==> config.mk <==
export PLATFORM = sky130hd
export DESIGN_NAME = mm4_cell
export DESIGN_NICKNAME = d
export VERILOG_FILES = /design/src/design/mm4_pkg.sv /design/src/design/mm4_cell.sv
export SDC_FILE = /design/constraint.sdc
export NUM_CORES = 2
export LEC_CHECK = 0
export BUFFER_PORTS_ARGS = -buffer_cell sky130_fd_sc_hd__buf_4
export CORE_MARGIN = 10
export CORE_UTILIZATION = 65
export DETAILED_ROUTE_END_ITERATION = 8
export PLACE_DENSITY = 0.8
export SLEW_MARGIN = 40
export SYNTH_ARGS = -nofsm -noshare
export SYNTH_HDL_FRONTEND = slang
export SYNTH_SLANG_ARGS = --single-unit
==> constraint.sdc <==
create_clock -name clk -period 13.95 [get_ports clk]
set_input_delay 0.6975 -clock clk [delete_from_list [all_inputs] [get_ports clk]]
set_output_delay 0.6975 -clock clk [all_outputs]
set_load 0.01 [all_outputs]
==> src/design/mm4_pkg.sv <==
// Shared types and constants for the matrix multiplier
package mm4_pkg;

	localparam int DIM_DEF  = 4;
	localparam int FRAC_DEF = 16;
	localparam int RC_W     = 3;   // row/column field, enough for the largest dimension
	localparam int IDX_W    = 4;
	localparam int VAL_W    = 32;

	typedef struct packed {
		logic                    matrix_select;
		logic [IDX_W-1:0]        element_index;
		logic signed [VAL_W-1:0] element_value;
		logic                    start_compute;
	} in_item_t;

	typedef struct packed {
		logic [IDX_W-1:0]        result_index;
		logic signed [VAL_W-1:0] result_value;
		logic                    last_result;
	} out_item_t;

	typedef struct packed {
		logic                    en;
		logic                    sel;
		logic [IDX_W-1:0]        idx;
		logic signed [VAL_W-1:0] value;
	} wr_t;

	typedef struct packed {
		logic [RC_W-1:0]  row;
		logic [RC_W-1:0]  col;
		logic [IDX_W-1:0] idx;
		logic             last;
	} tok_t;

endpackage

==> src/design/mm4_cell.sv <==
// One multiply-accumulate cell: holds column K of A and row K of B
module mm4_cell import mm4_pkg::*; #(
	parameter int DIM  = DIM_DEF,
	parameter int K    = 0,
	parameter int ACCW = 64 + $clog2(DIM)
) (
	input  logic                   clk,
	input  logic                   arst_n,
	input  logic                   adv,
	input  wr_t                    wr,
	input  logic                   tok_in_valid,
	input  tok_t                   tok_in,
	input  logic signed [ACCW-1:0] psum_in,
	output logic                   tok_out_valid,
	output tok_t                   tok_out,
	output logic signed [ACCW-1:0] psum_out,
	output logic                   active
);

	localparam int AW = $clog2(DIM);

	logic signed [VAL_W-1:0] a_mem [DIM];
	logic signed [VAL_W-1:0] b_mem [DIM];

	logic          a_hit, b_hit;
	logic [AW-1:0] a_addr, b_addr;

	logic                     v_s1, v_s2;
	tok_t                     tok_s1, tok_s2;
	logic signed [2*VAL_W-1:0] prod_s1;
	logic signed [ACCW-1:0]   psum_s1, sum_s2;

	always_comb begin
		int ix;
		ix = int'(wr.idx);
		a_hit  = 1'b0;
		a_addr = '0;
		b_hit  = 1'b0;
		b_addr = '0;
		if (wr.en && !wr.sel && ix >= K*DIM && ix < K*DIM + DIM) begin
			a_hit  = 1'b1;
			a_addr = AW'(ix - K*DIM);
		end
		for (int c = 0; c < DIM; c++) begin
			if (wr.en && wr.sel && ix == c*DIM + K) begin
				b_hit  = 1'b1;
				b_addr = AW'(c);
			end
		end
	end

	always_ff @(posedge clk) begin
		if (a_hit) begin
			a_mem[a_addr] <= wr.value;
		end
		if (b_hit) begin
			b_mem[b_addr] <= wr.value;
		end
	end

	always_ff @(posedge clk or negedge arst_n) begin
		if (!arst_n) begin
			v_s1 <= 1'b0;
			v_s2 <= 1'b0;
		end else if (adv) begin
			v_s1 <= tok_in_valid;
			v_s2 <= v_s1;
		end
	end

	always_ff @(posedge clk) begin
		if (adv) begin
			tok_s1  <= tok_in;
			psum_s1 <= psum_in;
			prod_s1 <= a_mem[tok_in.row[AW-1:0]] * b_mem[tok_in.col[AW-1:0]];
			tok_s2  <= tok_s1;
			sum_s2  <= psum_s1 + ACCW'(prod_s1);
		end
	end

	assign tok_out_valid = v_s2;
	assign tok_out       = tok_s2;
	assign psum_out      = sum_s2;
	assign active        = v_s1 | v_s2;

endmodule

; ---- Word-level counts from Yosys, hierarchy flattened
; Memory sizes are Yosys's and may differ from the RTL's.
; Cells that the tools add are included.
[totals]
register_bits = 220
ram_bits = 256
out_inout_bits = 79
word_cells = 44
n_memories = 2
[mem_list]
columns = memory, words, width, rd, rd_ports_with_merged_regs, wr, line_no
row1 = a_mem, 4, 32, 1, 0, 1, mm4_cell.sv:22  ; logic signed [VAL_W-1:0] a_mem [DIM];
row2 = b_mem, 4, 32, 1, 0, 1, mm4_cell.sv:23  ; logic signed [VAL_W-1:0] b_mem [DIM];
[op_classes]
addsub = 1
n_mul = 1
n_lt_le_gt_ge = 1
eq_ne = 3
mux = 13
n_bitwise = 1
reduce_logical = 9
[op_table]
columns = cell, n
row1 = 66-bit by 64-bit adder with 66-bit output, 1
row2 = 32-bit by 32-bit multiplier with 64-bit output, 1
row3 = 1-bit 2-to-1 mux, 10
row4 = "4-bit equality test, second input constant", 2
row5 = 1-bit logical AND, 7
row6 = 2-bit 2-to-1 mux, 3
row7 = "4-bit by 3-bit equality test with 1-bit output, second input constant", 1
row8 = 4-bit zero test, 1
row9 = "4-bit by 3-bit less-than comparator with 1-bit output, second input constant", 1
row10 = 1-bit zero test, 1
row11 = 1-bit OR, 1

; ---- Depth between registers and ports, before layout
[depth]
depth_word = 8
mapped_depth = 37
mapped_depth_nobuf = 32

; ---- Least setup slack after synthesis
; OpenSTA, ideal clock, no wires.
[synth_timing]
path_kind = input to register
start = input tok_in[6] in the netlist's numbering
end = register prod_s1[63], data pin
setup_time_ps = 260
t_arrival_ps = 9521
required_ps = 13690
slack_ps = 4169
stages = 32
n_path_buf = 4
path_cell_list = clkbuf_1 clkbuf_1 clkbuf_1 mux2i_1 nand2_1 o21ai_1 clkbuf_1 nor2_1 fa_1 inv_1 fa_1 inv_1 fa_1 inv_1 fa_1 fa_1 inv_1 fa_1 inv_1 fa_1 inv_1 fa_1 ha_1 a21o_1 a21o_1 a21o_1 or3_1 a311oi_1 nor2_1 a221o_1 a21oi_2 xnor2_1
[synth_between]
elab_chain_cells = 2
[synth_lines]
columns = item, line_no
row1 = from (decl), mm4_cell.sv:12  ; input tok_t tok_in,
row2 = memory 4 x 32 bit, n/a
row3 = 32-bit by 32-bit multiplier with 64-bit output, mm4_cell.sv:75  ; prod_s1 <= a_mem[tok_in.row[AW-1:0]] * b_mem[tok_in.col[AW-1:0]];
row4 = to (signal assigned), mm4_cell.sv:75
row5 = to (decl), mm4_cell.sv:30  ; logic signed [2*VAL_W-1:0] prod_s1;
; No other way between the ends.
; A chain may end at the register's enable or synchronous reset.

; ---- Final worst setup path
[layout_timing]
start = input tok_in[9] in the netlist's numbering
end = register prod_s1[63], data pin
[layout_between]
elab_chain_cells = 2
[layout_lines]
columns = item, line_no
row1 = memory 4 x 32 bit, n/a
row2 = 32-bit by 32-bit multiplier with 64-bit output, mm4_cell.sv:75
; No other way between the ends.

==> metrics <==
worst hold slack=0.223 ns; Crit Path Category=input pin to flip-flop; via count=39.5k; Die Wd=312 um; drt via density=6.04; Least-Margin Pin Slew=0.904 ns; Routability Congestion=1.01; Mapped Nets=6,709; Worst-Skew Late Latency=0.67 ns; cells after synthesis=5,258; Post-synth EDFFs=474; worst setup path end=prod_s1[63]; first-pass GRT wire length=244,000 um; final hold viol count=0; Pins Over Slew Limit=0; # IOs=198; fin crit period=10.34 ns; Pre-antenna DRT Iters=7; vias in the first global route=43.3k; Required @ worst endpoint=14.34 ns; Synth Area in Adders=44.7%; Final TNS setup=0 ns; mux cell area share after synthesis=2.51%; core box area=84,900 um^2; Final #Nets=6,802; ys flop type=edfxtp_1; Fmax=0.0967 GHz; synthesized cell area=55,500 um^2; Global Route Usage Sum=32.7%; post-DR wirelength/cell=23.8 um; Synth Area per Inst=10.5 um^2; Post-CTS Resized=0; Synth Area in Simple Gates=10.0%; CP arrival=10.73 ns; Crit. Startpoint=tok_in[9]; DIE HEIGHT=312 um; Worst Hold Class=input pin to flip-flop; flop2flop setup slack=4.41 ns; Cell variety after synth=79; startpoint types=input pin; worst reg2reg startpoint=b_mem[2][5]; CTS H-Tree Depth=2; ANT cells=0; Rows=107; grt ovf=0; Worst R2R Path Depth=29; Die Area=97,400 um^2; final setup fails=0; Routed Antenna Nets=0; Slew headroom=39.8%; hold_buf cts=1; clock root buffer=clkbuf_16; Seq/Total Area, Yosys=25.7%; CP most frequent cell=fa_1; largest family of logic cells by synthesized area=adder cells; clk slew on worst S/H paths=0.06 ns; XOR/XNOR share of the synthesized area=2.15%; status=finished, final reports clean; Async SR Flop Fraction=0.420%; Port Buffers=197; worst-case clock buffer depth=3; CP endpoint kind=flip-flop; Worst path max stage delay=0.60 ns; TritonCTS Sinks=476; starting DRC count in detailed routing=3,758; yosys warns=0; RSZ-0062 raised after global routing=false; largest net degree at the start of global routing=86; share of post-route cells with drive strength above 1=9.22%; Area Growth Syn to Fin=8.55%; Crit Path Max Fanout=34; post-DP HPWL=116,000 um; slowest cell on the critical path=o21ai_1; reg2reg end=prod_s1[63]; initial antenna violation count=5; flops & latches, synth=476; Final Cycle Share=74.1%; Starting Density=65.4%; max_cap viols=0; complex-gate fraction of the synthesized area=6.01%; TritonCTS buffer count=51; DRC violations left=0; Layout Skew=0.0677 ns; Setup Buffers After CTS=0; CTS tree=built; final WL=156,000 um
## metrics by stage
step | instances | setup slack [ns] | cell area, um^2 | utilization (%)
3_5_place_dp | 6440 | 3.07 | 58400 | 68.8
3_3_place_gp | 6437 | 3.06 | 58200 | 68.6
2_1_floorplan | 5258 | 4.17 | 55500 | -
5_1_grt | 6535 | 3.25 | 60200 | 70.9
4_1_cts | 6534 | 3.75 | 60200 | 70.9
6_report | 6535 | 3.61 | 60200 | 70.9
## kinds of logic after synthesis
group,after synthesis
buffers and inverters,1304
and+or+nand+nor,1370
AOI/OAI and AO/OA,519
adders and majority gates,1332
muxes,121
xor gates and xnor gates,136
DFF,476
## critical path, delay by kind of cell
| kind | cells | cell delay, ns |
|---|---|---|
| buf+inv | 7 | 1.53 |
| fa+ha+maj | 9 | 4.35 |
| simple gates | 5 | 1.26 |
| xor+xnor | 1 | 0.08 |
| mux | 1 | 0.42 |
| compound gates | 7 | 2.32 |
## flip-flops by register name, summed over array words and instances, names as in the netlist
signal	count
b_mem	128
tok_s1	11
a_mem	128
psum_s1	66
v_s1	1
tok_out	11
prod_s1	64
psum_out	66
tok_out_valid	1
## cells in the final DEF, fill, tap and decap left out, types with 18 or more instances in the layout
| cell type | count |
|---|---|
| a21o_1 | 75 |
| a21oi_1 | 135 |
| and2_1 | 22 |
| buf_4 | 271 |
| clkbuf_16 | 51 |
| edfxtp_1 | 474 |
| fa_1 | 1082 |
| ha_1 | 249 |
| inv_1 | 1065 |
| mux2_2 | 57 |
| mux2i_1 | 55 |
| nand2_1 | 625 |
| nand2b_1 | 18 |
| nand3_1 | 21 |
| nand4_1 | 30 |
| nor2_1 | 581 |
| nor2b_1 | 18 |
| o21a_1 | 48 |
| o21a_2 | 18 |
| o21ai_0 | 78 |
| o21ai_1 | 20 |
| o21bai_1 | 24 |
| xnor2_1 | 94 |
| xor2_1 | 42 |
## cell usage after synthesis (5+ instances only)
cell      number  area share (%)
fa_1        1083              39
inv_1       1065             7.2
nand2_1      625             4.2
nor2_1       584             4.0
edfxtp_1     474              26
ha_1         249             5.6
clkbuf_1     212             1.4
a21oi_1      135             1.2
xnor2_1       94             1.5
o21ai_0       93            0.84
a21o_1        75             1.0
o21a_1        66            0.89
mux2_2        57             1.2
mux2i_1       55            0.99
xor2_1        42            0.66
o21ai_1       36            0.32
nand4_1       30            0.34
o21bai_1      24            0.32
and2_1        22            0.25
buf_1         22            0.15
nand3_1       21            0.19
nand2b_1      18            0.20
nor2b_1       18            0.20
a31oi_1       17            0.19
and3_1        15            0.17
a211oi_1      11            0.15
nor3_1        10           0.090
mux4_2         9            0.37
o211ai_1       9            0.12
o31ai_1        6           0.081
or2_2          5           0.056
## area by class of cell
cell class	count	area (um^2)
clock inverters	31	455
fillers	6078	24700
repair buffers	279	2140
clock buffers	62	1320
multi-input cells	3478	36600
well taps	1144	1430
flip-flops and latches	476	14300
inverters	1065	4000
## worst min path at each step
stage	from	depth (start not counted)	end
floorplan	arst_n	0	tok_out_valid
global placement	tok_s1[4]	0	tok_out[4]
detailed placement	tok_s1[8]	0	tok_out[8]
CTS	psum_in[56]	1	psum_s1[56]
global route	psum_in[62]	1	psum_s1[62]
finish	psum_in[56]	1	psum_s1[56]
## routing by layer
| layer | global-route usage (%) | routed length (um) | vias up |
|---|---|---|---|
| met5 | 0 | 34 | - |
| met1 | 39.3 | 53000 | 19600 |
| met2 | 51.5 | 70000 | 2661 |
| met4 | 20.9 | 12600 | 6 |
| met3 | 9.72 | 19900 | 775 |
| li1 | - | - | 16400 |
Power is left out: the tool's default activity adds up to more than one toggle a clock period on the data nets, which glitch-free logic cannot reach.
