[src/design/mm4_pkg.sv]
// Shared types and constants for the matrix multiplier
package mm4_pkg;

	localparam int DIM_DEF  = 4;
	localparam int FRAC_DEF = 16;
	localparam int RC_W     = 3;   // row/column field, enough for the largest dimension
	localparam int IDX_W    = 4;
	localparam int VAL_W    = 32;

	typedef struct packed {
		logic                    matrix_select;
		logic [IDX_W-1:0]        element_index;
		logic signed [VAL_W-1:0] element_value;
		logic                    start_compute;
	} in_item_t;

	typedef struct packed {
		logic [IDX_W-1:0]        result_index;
		logic signed [VAL_W-1:0] result_value;
		logic                    last_result;
	} out_item_t;

	typedef struct packed {
		logic                    en;
		logic                    sel;
		logic [IDX_W-1:0]        idx;
		logic signed [VAL_W-1:0] value;
	} wr_t;

	typedef struct packed {
		logic [RC_W-1:0]  row;
		logic [RC_W-1:0]  col;
		logic [IDX_W-1:0] idx;
		logic             last;
	} tok_t;

endpackage

[src/design/mm4_rnd.sv]
// Round-to-nearest, saturation and output register
module mm4_rnd import mm4_pkg::*; #(
	parameter int ACCW      = 66,
	parameter int FRAC_BITS = FRAC_DEF
) (
	input  logic                   clk,
	input  logic                   arst_n,
	input  logic                   adv,
	input  logic                   in_valid,
	input  tok_t                   tok,
	input  logic signed [ACCW-1:0] sum,
	output logic                   valid,
	output out_item_t              item
);

	localparam logic signed [ACCW-1:0] HALF = (ACCW'(1) << FRAC_BITS) >> 1;

	logic signed [ACCW-1:0]  rounded, shifted;
	logic [ACCW-VAL_W:0]     hi;
	logic signed [VAL_W-1:0] sat;
	logic                    valid_q;
	out_item_t               item_q;

	always_comb begin
		rounded = sum + HALF;
		shifted = rounded >>> FRAC_BITS;
		hi      = shifted[ACCW-1:VAL_W-1];
		if (&hi || ~|hi) begin
			sat = shifted[VAL_W-1:0];
		end else if (shifted[ACCW-1]) begin
			sat = {1'b1, {(VAL_W-1){1'b0}}};
		end else begin
			sat = {1'b0, {(VAL_W-1){1'b1}}};
		end
	end

	always_ff @(posedge clk or negedge arst_n) begin
		if (!arst_n) begin
			valid_q <= 1'b0;
		end else if (adv) begin
			valid_q <= in_valid;
		end
	end

	always_ff @(posedge clk) begin
		if (adv) begin
			item_q.result_index <= tok.idx;
			item_q.result_value <= sat;
			item_q.last_result  <= tok.last;
		end
	end

	assign valid = valid_q;
	assign item  = item_q;

endmodule

[config.mk]
export PLATFORM = sky130hd
export DESIGN_NAME = mm4_rnd
export DESIGN_NICKNAME = d
export VERILOG_FILES = /design/src/design/mm4_pkg.sv /design/src/design/mm4_rnd.sv
export SDC_FILE = /design/constraint.sdc
export NUM_CORES = 1
export LEC_CHECK = 0
export BUFFER_PORTS_ARGS = -buffer_cell sky130_fd_sc_hd__buf_4
export CAP_MARGIN = 20
export CORE_MARGIN = 5
export CORE_UTILIZATION = 52
export DETAILED_ROUTE_END_ITERATION = 7
export GPL_ROUTABILITY_DRIVEN = 0
export GPL_TIMING_DRIVEN = 1
export PLACE_DENSITY = 0.94
export SYNTH_ARGS = -nofsm -noshare
export SYNTH_HDL_FRONTEND = slang
export SYNTH_SLANG_ARGS = --single-unit
export TNS_END_PERCENT = 5
[constraint.sdc]
create_clock -name clk -period 1.8 [get_ports clk]
set_clock_uncertainty 0.05 [all_clocks]
set_input_delay 0.36 -clock clk [delete_from_list [all_inputs] [get_ports clk]]
set_output_delay 0.36 -clock clk [all_outputs]
set_load 0.05 [all_outputs]
### After elaboration in Yosys (flattened, before gate mapping)

Cells that the tools add are included.

| word-level totals | value |
|---|---|
| bits of input ports | 81 |
| register bits after elaboration | 38 |
| output and inout bits | 38 |
| word-level logic and storage cells | 11 |

| operators by class | value |
|---|---|
| reduce and logical (&&, ||, !) cells | 4 |
| multiplexer cells | 2 |
| add/subtract/negate cells | 1 |

Operator list:

| operator | count |
|---|---|
| $add 66x17->66 const B | 1 |
| $mux 32 | 2 |
| $reduce_and 19->1 | 1 |
| $reduce_or 19->1 | 1 |
| $logic_not 1->1 | 1 |
| $logic_or 1x1->1 | 1 |

### Depth between registers and ports, before layout

Gate-level depths: netlist (run 1).

| logic depth | value |
|---|---|
| depth in word-level cells | 5 |
| mapped depth | 12 |
| gate-level depth less buffers | 10 |

### Worst setup path after synthesis (run 1)

No wires, ideal clock.

| timing | value |
|---|---|
| path type | input port to flip-flop |
| start point | input port sum[26] |
| end point | register item_q (netlist bit item[3]) (data pin) |
| arrival time | 2901 ps |
| setup time | 262 ps |
| cell stages on the path | 9 |
| setup slack | -1413 ps |
| data required time | 1488 ps |
| buffers on the path | 1 |
| path through | nand3_1 > or4_4 > or4_1 > o21ai_1 > a22oi_1 > or4_4 > o21ai_2 > buf_6 > mux2_1 |

| between the ends | value |
|---|---|
| cells in the longest elaborated chain, start to end | 5 |
| elaborated cells on any way between the ends | 7 |
| classes of those cells | add/sub: 1; mux: 2; reduce/logical: 4 |

RTL lines:

| item | RTL line | RTL |
|---|---|---|
| from (decl) | mm4_rnd.sv:11 | `input logic signed [ACCW-1:0] sum,` |
| $add 66x17->66 * | mm4_rnd.sv:25 | `rounded = sum + HALF;` |
| $reduce_or 19->1 | mm4_rnd.sv:28 | `if (&hi \|\| ~\|hi) begin` |
| $logic_not 1->1 | mm4_rnd.sv:28 |  |
| $logic_or 1x1->1 | mm4_rnd.sv:28 |  |
| $mux 32 * | mm4_rnd.sv:28 |  |
| net sat[2] | mm4_rnd.sv:20 | `logic signed [VAL_W-1:0] sat;` |
| to (decl) | mm4_rnd.sv:22 | `out_item_t item_q;` |

Mark *: on every way through the listed nets, which the timed path passes. The rest lies on a longest branch.
A chain may end at the register's enable or synchronous reset.

### Worst setup path in the final report (run 1)

| timing | value |
|---|---|
| start point | input port sum[40] |
| end point | register item_q (netlist bit item[13]) (data pin) |

Same word-level chain as after synthesis.

==> impl_metrics.json, run 1 <==
{
  "muxShareOfSynthArea": 0.124,
  "ctsLongestPathBuffers": 2,
  "syn_nets": 363,
  "cts_num_sinks": 38,
  "core_sq_um": 5170,
  "required_ns": 1.82,
  "end_kind": "register",
  "ir_drop_mv": 0.573,
  "synth_edf_count": 37,
  "crit_fanout": 11,
  "routed_wl_um": 17100,
  "crit_path_cell_trace": "buf_8, nand4_1, or4_4, or4_4, o21ai_2, a22oi_1, or4_4, o21ai_4, buf_8, mux2i_1",
  "first_global_vias": 3790,
  "nFillCells": 162,
  "synth_top_family_by_area": "simple AND/OR/NAND/NOR gates",
  "clockRootBuffer": "clkbuf_8",
  "finalSetupViolCount": 32,
  "cpMostUsedCell": "or4_4",
  "worst_pin_slew_ns": 0.544,
  "clock_latency_ns": 0.31,
  "port_buffers": 97,
  "critPathBufInv": 2,
  "synth_xor_area_frac": 0.128,
  "synth_cell_types": 41,
  "async_flop_share": 0.0263,
  "period_needed_ns": 3.52,
  "postRouteAntennaNets": 0,
  "violations": "DRC, setup timing",
  "critical_path_depth": 10,
  "cp_slowest_cell": "or4_4",
  "grt_start_max_net_pins": 31,
  "cts_buffers": 5,
  "track_usage": 0.399,
  "io_pins": 119,
  "maxSlewHeadroom": 0.635,
  "critPathKind": "in -> reg",
  "synth_simple_gate_area_share": 0.270,
  "fin_ws_ns": -1.72,
  "syn_area_per_cell_sq_um": 9.98,
  "synth.ff_latch_count": 38,
  "timing.fmax_mhz": 284,
  "synth_warnings": 0,
  "final_util": 0.928,
  "grt.overflow.total": 0,
  "synth_largest_area_cell": "edfxtp_1",
  "die_w_um": 83.4,
  "ys.flop_type": "edfxtp_1",
  "drt-initial-drc-count": 951,
  "cts_tree": "built",
  "holdCritPathClass": "in -> reg",
  "drtPass1Iterations": 8,
  "power_per_cell_area_nw_per_um2": 566,
  "cp.arrival_ns": 3.54,
  "final_hold_viol_count": 0,
  "ys_seq_area_frac": 0.405,
  "fin_nets": 558,
  "fin_crit_sh": 1.95,
  "fp-row-count": 26,
  "status": "finished, violations left",
  "wl_per_cell_um": 31.2,
  "startpoint_type": "primary input",
  "drive_above_1_share": 0.528,
  "synth_compound_area_frac": 0.0357,
  "hpwl_um": 8330,
  "area_growth_pct": 71.2,
  "multi_input_area_sq_um": 1850,
  "synth.top_cell.area_share": 0.396,
  "netlist_instances": 281,
  "whs_path_depth": 1,
  "leakage_nw": 1.94,
  "initial_core_util": 0.542,
  "htree_levels": 2,
  "path_delay_family": "simple AND/OR/NAND/NOR gates",
  "cts.reportedPaths.clkPinSlew_ns": 0.08,
  "mappedNetlistArea_sq_um": 2800,
  "vias_per_cell": 7.42,
  "drcViolationCount": 126,
  "rr_worst_depth": 1,
  "seq_area_sq_um": 1140,
  "die_y_um": 83.4,
  "grt_pass1_wl_um": 21400,
  "fp.dieArea_sq_um": 6960,
  "diodes": 0,
  "drv_cap": 0,
  "via_count": 4057,
  "synth_adder_area_share": 0.00446,
  "rsz0062_at_grt": "true",
  "antenna_found_initial": 0,
  "p_total_mw": 2.72,
  "synth_area_leaders": "edfxtp_1 40%, mux2i_1 10%, xor2_1 6.6%, xnor2_1 6.2%, nand4_1 4.7%",
  "slowest_delay_ns": 0.65,
  "drv_slew": 0
}
cells in the mapped netlist, drive strengths merged (2+ instances only):
master and count:
xnor2 20, nor2 10, xor2 21, edfxtp 37, and3 12, nand3 24, mux2 5, and2 2
nor3 12, clkbuf 12, inv 4, and4 9, a21oi 2, nand4 21, o21ai 6, or4 4
nor4 16, buf 4, nand2 17, mux2i 29
worst paths after layout:
kind                            startpoint  endpoint  slack (ns)
worst max-delay path               sum[40]  item[13]       -1.72
worst min-delay path                tok[4]  item[36]        0.17
worst max register to register       valid     valid        1.00
worst min register to register       valid     valid        0.47
max in group asynchronous           arst_n     valid        1.31
min in group asynchronous           arst_n     valid        0.31
cell usage in the layout (no fill, tap or decap), types with 4 or more instances in the layout:
cell	n
buf_4	191
buf_6	8
xor2_1	21
clkbuf_8	6
nor3_1	8
nand4_1	21
edfxtp_1	37
nor4_4	6
nor2_1	10
inv_1	4
and3_1	11
nand2_1	16
mux2i_1	22
xnor2_1	20
and4_1	8
nand3_1	21
mux2i_4	4
nor4_1	7
per-stage QoR:
| step | TNS (ns) | hold WS, ns | instance area [sq um] | worst slack, ns | instances |
|---|---|---|---|---|---|
| final | -45.79 | 0.172 | 4800 | -1.72 | 547 |
| after CTS | -36.17 | 0.182 | 4600 | -1.25 | 546 |
| after global routing | -46.85 | 0.152 | 4800 | -1.70 | 547 |
| after global placement | -43.92 | 0.0848 | 4390 | -1.43 | 532 |
| after detailed placement | -46.56 | 0.0862 | 4390 | -1.55 | 532 |
| after floorplan | -34.43 | 0.0144 | 2900 | -1.27 | 281 |
where the power goes:
group,switching [mW],internal (mW)
Combinational,0.576,0.352
Clock,0.394,0.309
Sequential,0.0342,1.05
Total,1.00,1.71
what timing repair did:
item	in CTS	in global routing
pin swaps	3	16
gates resized for setup	12	40
buffers inserted	4	2
setup endpoints to repair	32	32
hold endpoints to repair	1	0
gates cloned	1	0
hold buffers	1	0
cell families (layout without fill, tap and decap cells):
logic type | Yosys count | after routing
AO/OA/AOI/OAI | 15 | 15
flip-flops | 38 | 38
XOR/XNOR | 41 | 41
AND/OR/NAND/NOR | 132 | 132
adder cells (fa/ha/maj) | 1 | 1
multiplexers | 34 | 34
buffers and inverters | 20 | 216
cell type report:
cell class | instances | area share
Multi-Input combinational cell | 223 | 0.386
Sequential cell | 38 | 0.237
Clock buffer | 6 | 0.0172
Timing Repair Buffer | 204 | 0.336
Inverter | 4 | 0.00313
Tap cell | 70 | 0.0182
Clock inverter | 2 | 0.00261
state kept, by name, indices dropped and copies added, names as in the netlist:
name / flops
valid: 1
item: 37
layer usage:
metal	GRT usage	up-vias	part of all wire
met4	0.287	0	0.13
met2	0.642	561	0.41
met3	0.133	261	0.18
met5	0	-	0
met1	0.440	1758	0.29
li1	-	1477	-
(Power assumes the default switching activity.)
==> inputs of run 2 (changes only) <==
--- a/config.mk
+++ b/config.mk
@@ -5,14 +5,14 @@
 export SDC_FILE = /design/constraint.sdc
 export NUM_CORES = 1
 export LEC_CHECK = 0
-export BUFFER_PORTS_ARGS = -buffer_cell sky130_fd_sc_hd__buf_4
 export CAP_MARGIN = 20
 export CORE_MARGIN = 5
-export CORE_UTILIZATION = 52
+export CORE_UTILIZATION = 61
 export DETAILED_ROUTE_END_ITERATION = 7
+export DONT_BUFFER_PORTS = 1
 export GPL_ROUTABILITY_DRIVEN = 0
 export GPL_TIMING_DRIVEN = 1
-export PLACE_DENSITY = 0.94
+export PLACE_DENSITY = 0.85
 export SYNTH_ARGS = -nofsm -noshare
 export SYNTH_HDL_FRONTEND = slang
 export SYNTH_SLANG_ARGS = --single-unit
==> impl_metrics.json, run 2 (synthesis results as in run 1) <==
{
  "fp-row-count": 24,
  "largest_reg_flops": 37,
  "io_pins": 119,
  "core_sq_um": 4410,
  "die_y_um": 77.8,
  "drt-initial-drc-count": 197,
  "period_needed_ns": 2.91,
  "area_growth_pct": 26.6,
  "p_seq_frac": 0.625,
  "grt_pass1_wl_um": 11900,
  "via_count": 2545,
  "worst_pin_slew_ns": 0.493,
  "timing.fmax_mhz": 344,
  "cts_buffers": 5,
  "cp.arrival_ns": 3.00,
  "p_clk_frac": 0.287,
  "cellInternalPower_mw": 1.46,
  "final_util": 0.804,
  "grt.overflow.total": 0,
  "cts.reportedPaths.clkPinSlew_ns": 0.07,
  "drcViolationCount": 0,
  "routed_wl_um": 7560,
  "grt_start_max_net_pins": 39,
  "reg2reg_to": "valid",
  "track_usage": 0.246,
  "end_kind": "register",
  "cts_num_sinks": 38,
  "leakage_nw": 1.19,
  "drv_slew": 0,
  "rsz0062_at_grt": "true",
  "clockRootBuffer": "clkbuf_8",
  "combPwrFrac": 0.088,
  "numPlacedInstances": 370,
  "critPathKind": "in -> reg",
  "holdCritPathClass": "in -> reg",
  "whs_path_depth": 0,
  "final_common_cell": "buf_4",
  "ir_drop_mv": 0.388,
  "antenna_found_initial": 0,
  "fin_nets": 412,
  "fin_ws_ns": -1.11,
  "drtPass1Iterations": 5,
  "startpoint_type": "primary input",
  "final_cell_mix": "51 x buf_4, 37 x edfxtp_1, 27 x mux2i_1",
  "final_hold_viol_count": 0,
  "fin_crit_sh": 1.62,
  "critPathLaunch": "sum[38]",
  "rr_worst_depth": 1,
  "htree_levels": 2,
  "maxSlewHeadroom": 0.672,
  "violations": "setup timing",
  "regToRegStartpoint": "valid",
  "swShare": 0.309,
  "ctsLongestPathBuffers": 2,
  "crit_fanout": 9,
  "wl_per_cell_um": 19.7,
  "port_buffers": 0,
  "switching_power_mw": 0.656,
  "initial_core_util": 0.635,
  "power_per_cell_area_nw_per_um2": 597,
  "final_cells": 383,
  "cts_tree": "built",
  "drive_above_1_share": 0.278,
  "diodes": 0,
  "cp-endpoint": "item[15]",
  "hpwl_um": 5770,
  "clock_latency_ns": 0.29,
  "drv_cap": 0,
  "fp.dieArea_sq_um": 6050,
  "vias_per_cell": 6.64,
  "required_ns": 1.89,
  "first_global_vias": 2518,
  "die_w_um": 77.8,
  "postRouteAntennaNets": 0,
  "finalSetupViolCount": 32,
  "r2r_slack_ns": 0.72,
  "status": "finished, violations left"
}
run 2: cell count changes in the layout (fill, tap and decap cells not counted), moves of 2 or more:
cell,delta
mux2i_1,+5
nor3_2,-2
buf_6,-6
o21ai_1,+2
mux2i_4,-4
buf_4,-140
o21ai_2,-2
run 2: through the flow:
stage	TNS [ns]	setup slack [ns]	total power, mW	hold slack, ns	instance area (sq um)
2_1_floorplan	-34.43	-1.27	1.46	0.0144	2900
3_3_place_gp	-40.87	-1.34	1.51	0.0144	3300
3_5_place_dp	-43.01	-1.44	1.52	0.0145	3300
4_1_cts	-32.92	-1.11	2.11	0.103	3420
5_1_grt	-35.38	-1.20	2.19	0.0889	3550
6_report	-32.36	-1.11	2.12	0.108	3550
run 2: worst min-delay path by stage:
stage / start / end
after floorplan: arst_n / valid
after global placement: arst_n / valid
after detailed placement: arst_n / valid
after CTS: tok[2] / item[34]
after global routing: tok[1] / item[33]
final: tok[1] / item[33]
run 2: worst max-delay path, stage by stage:
cell	delay, ns
nand4_1	0.12
or4_4	0.56
nor4_2	0.31
xnor2_1	0.19
nand3_1	0.14
or4_4	0.57
o21ai_4	0.22
buf_4	0.18
clkbuf_16	0.16
mux2i_1	0.19
run 2: area by class of cell:
type / count / area (sq um)
inverter: 4 / 15.0
clock buffer: 6 / 82.6
fill: 262 / 866
tap: 52 / 65.1
timing repair buffer: 58 / 495
sequential: 38 / 1140
multi-input combinational: 223 / 1740
clock inverter: 2 / 12.5
run 2: power groups by stage:
stage | Clock [mW] | Combinational [mW] | Sequential [mW]
2_1_floorplan | 0 | 0.123 | 1.33
3_3_place_gp | 0 | 0.166 | 1.35
3_5_place_dp | 0 | 0.172 | 1.35
4_1_cts | 0.609 | 0.178 | 1.33
5_1_grt | 0.657 | 0.206 | 1.33
6_report | 0.608 | 0.187 | 1.32
run 2: timing repair:
item / CTS / global route
buffers inserted: 0 / 3
pin swaps: 1 / 2
setup endpoints to repair: 32 / 32
endpoints found under the hold margin: 1 / 0
resized for setup: 3 / 17
hold buffers: 1 / 0
gates cloned: 0 / 1
run 2: layer usage:
layer	up-vias	part of all wire	global-route usage
met5	-	0	0
met4	0	0.027	0.110
met3	21	0.10	0.0602
met2	151	0.50	0.418
met1	1186	0.37	0.291
li1	1187	-	-
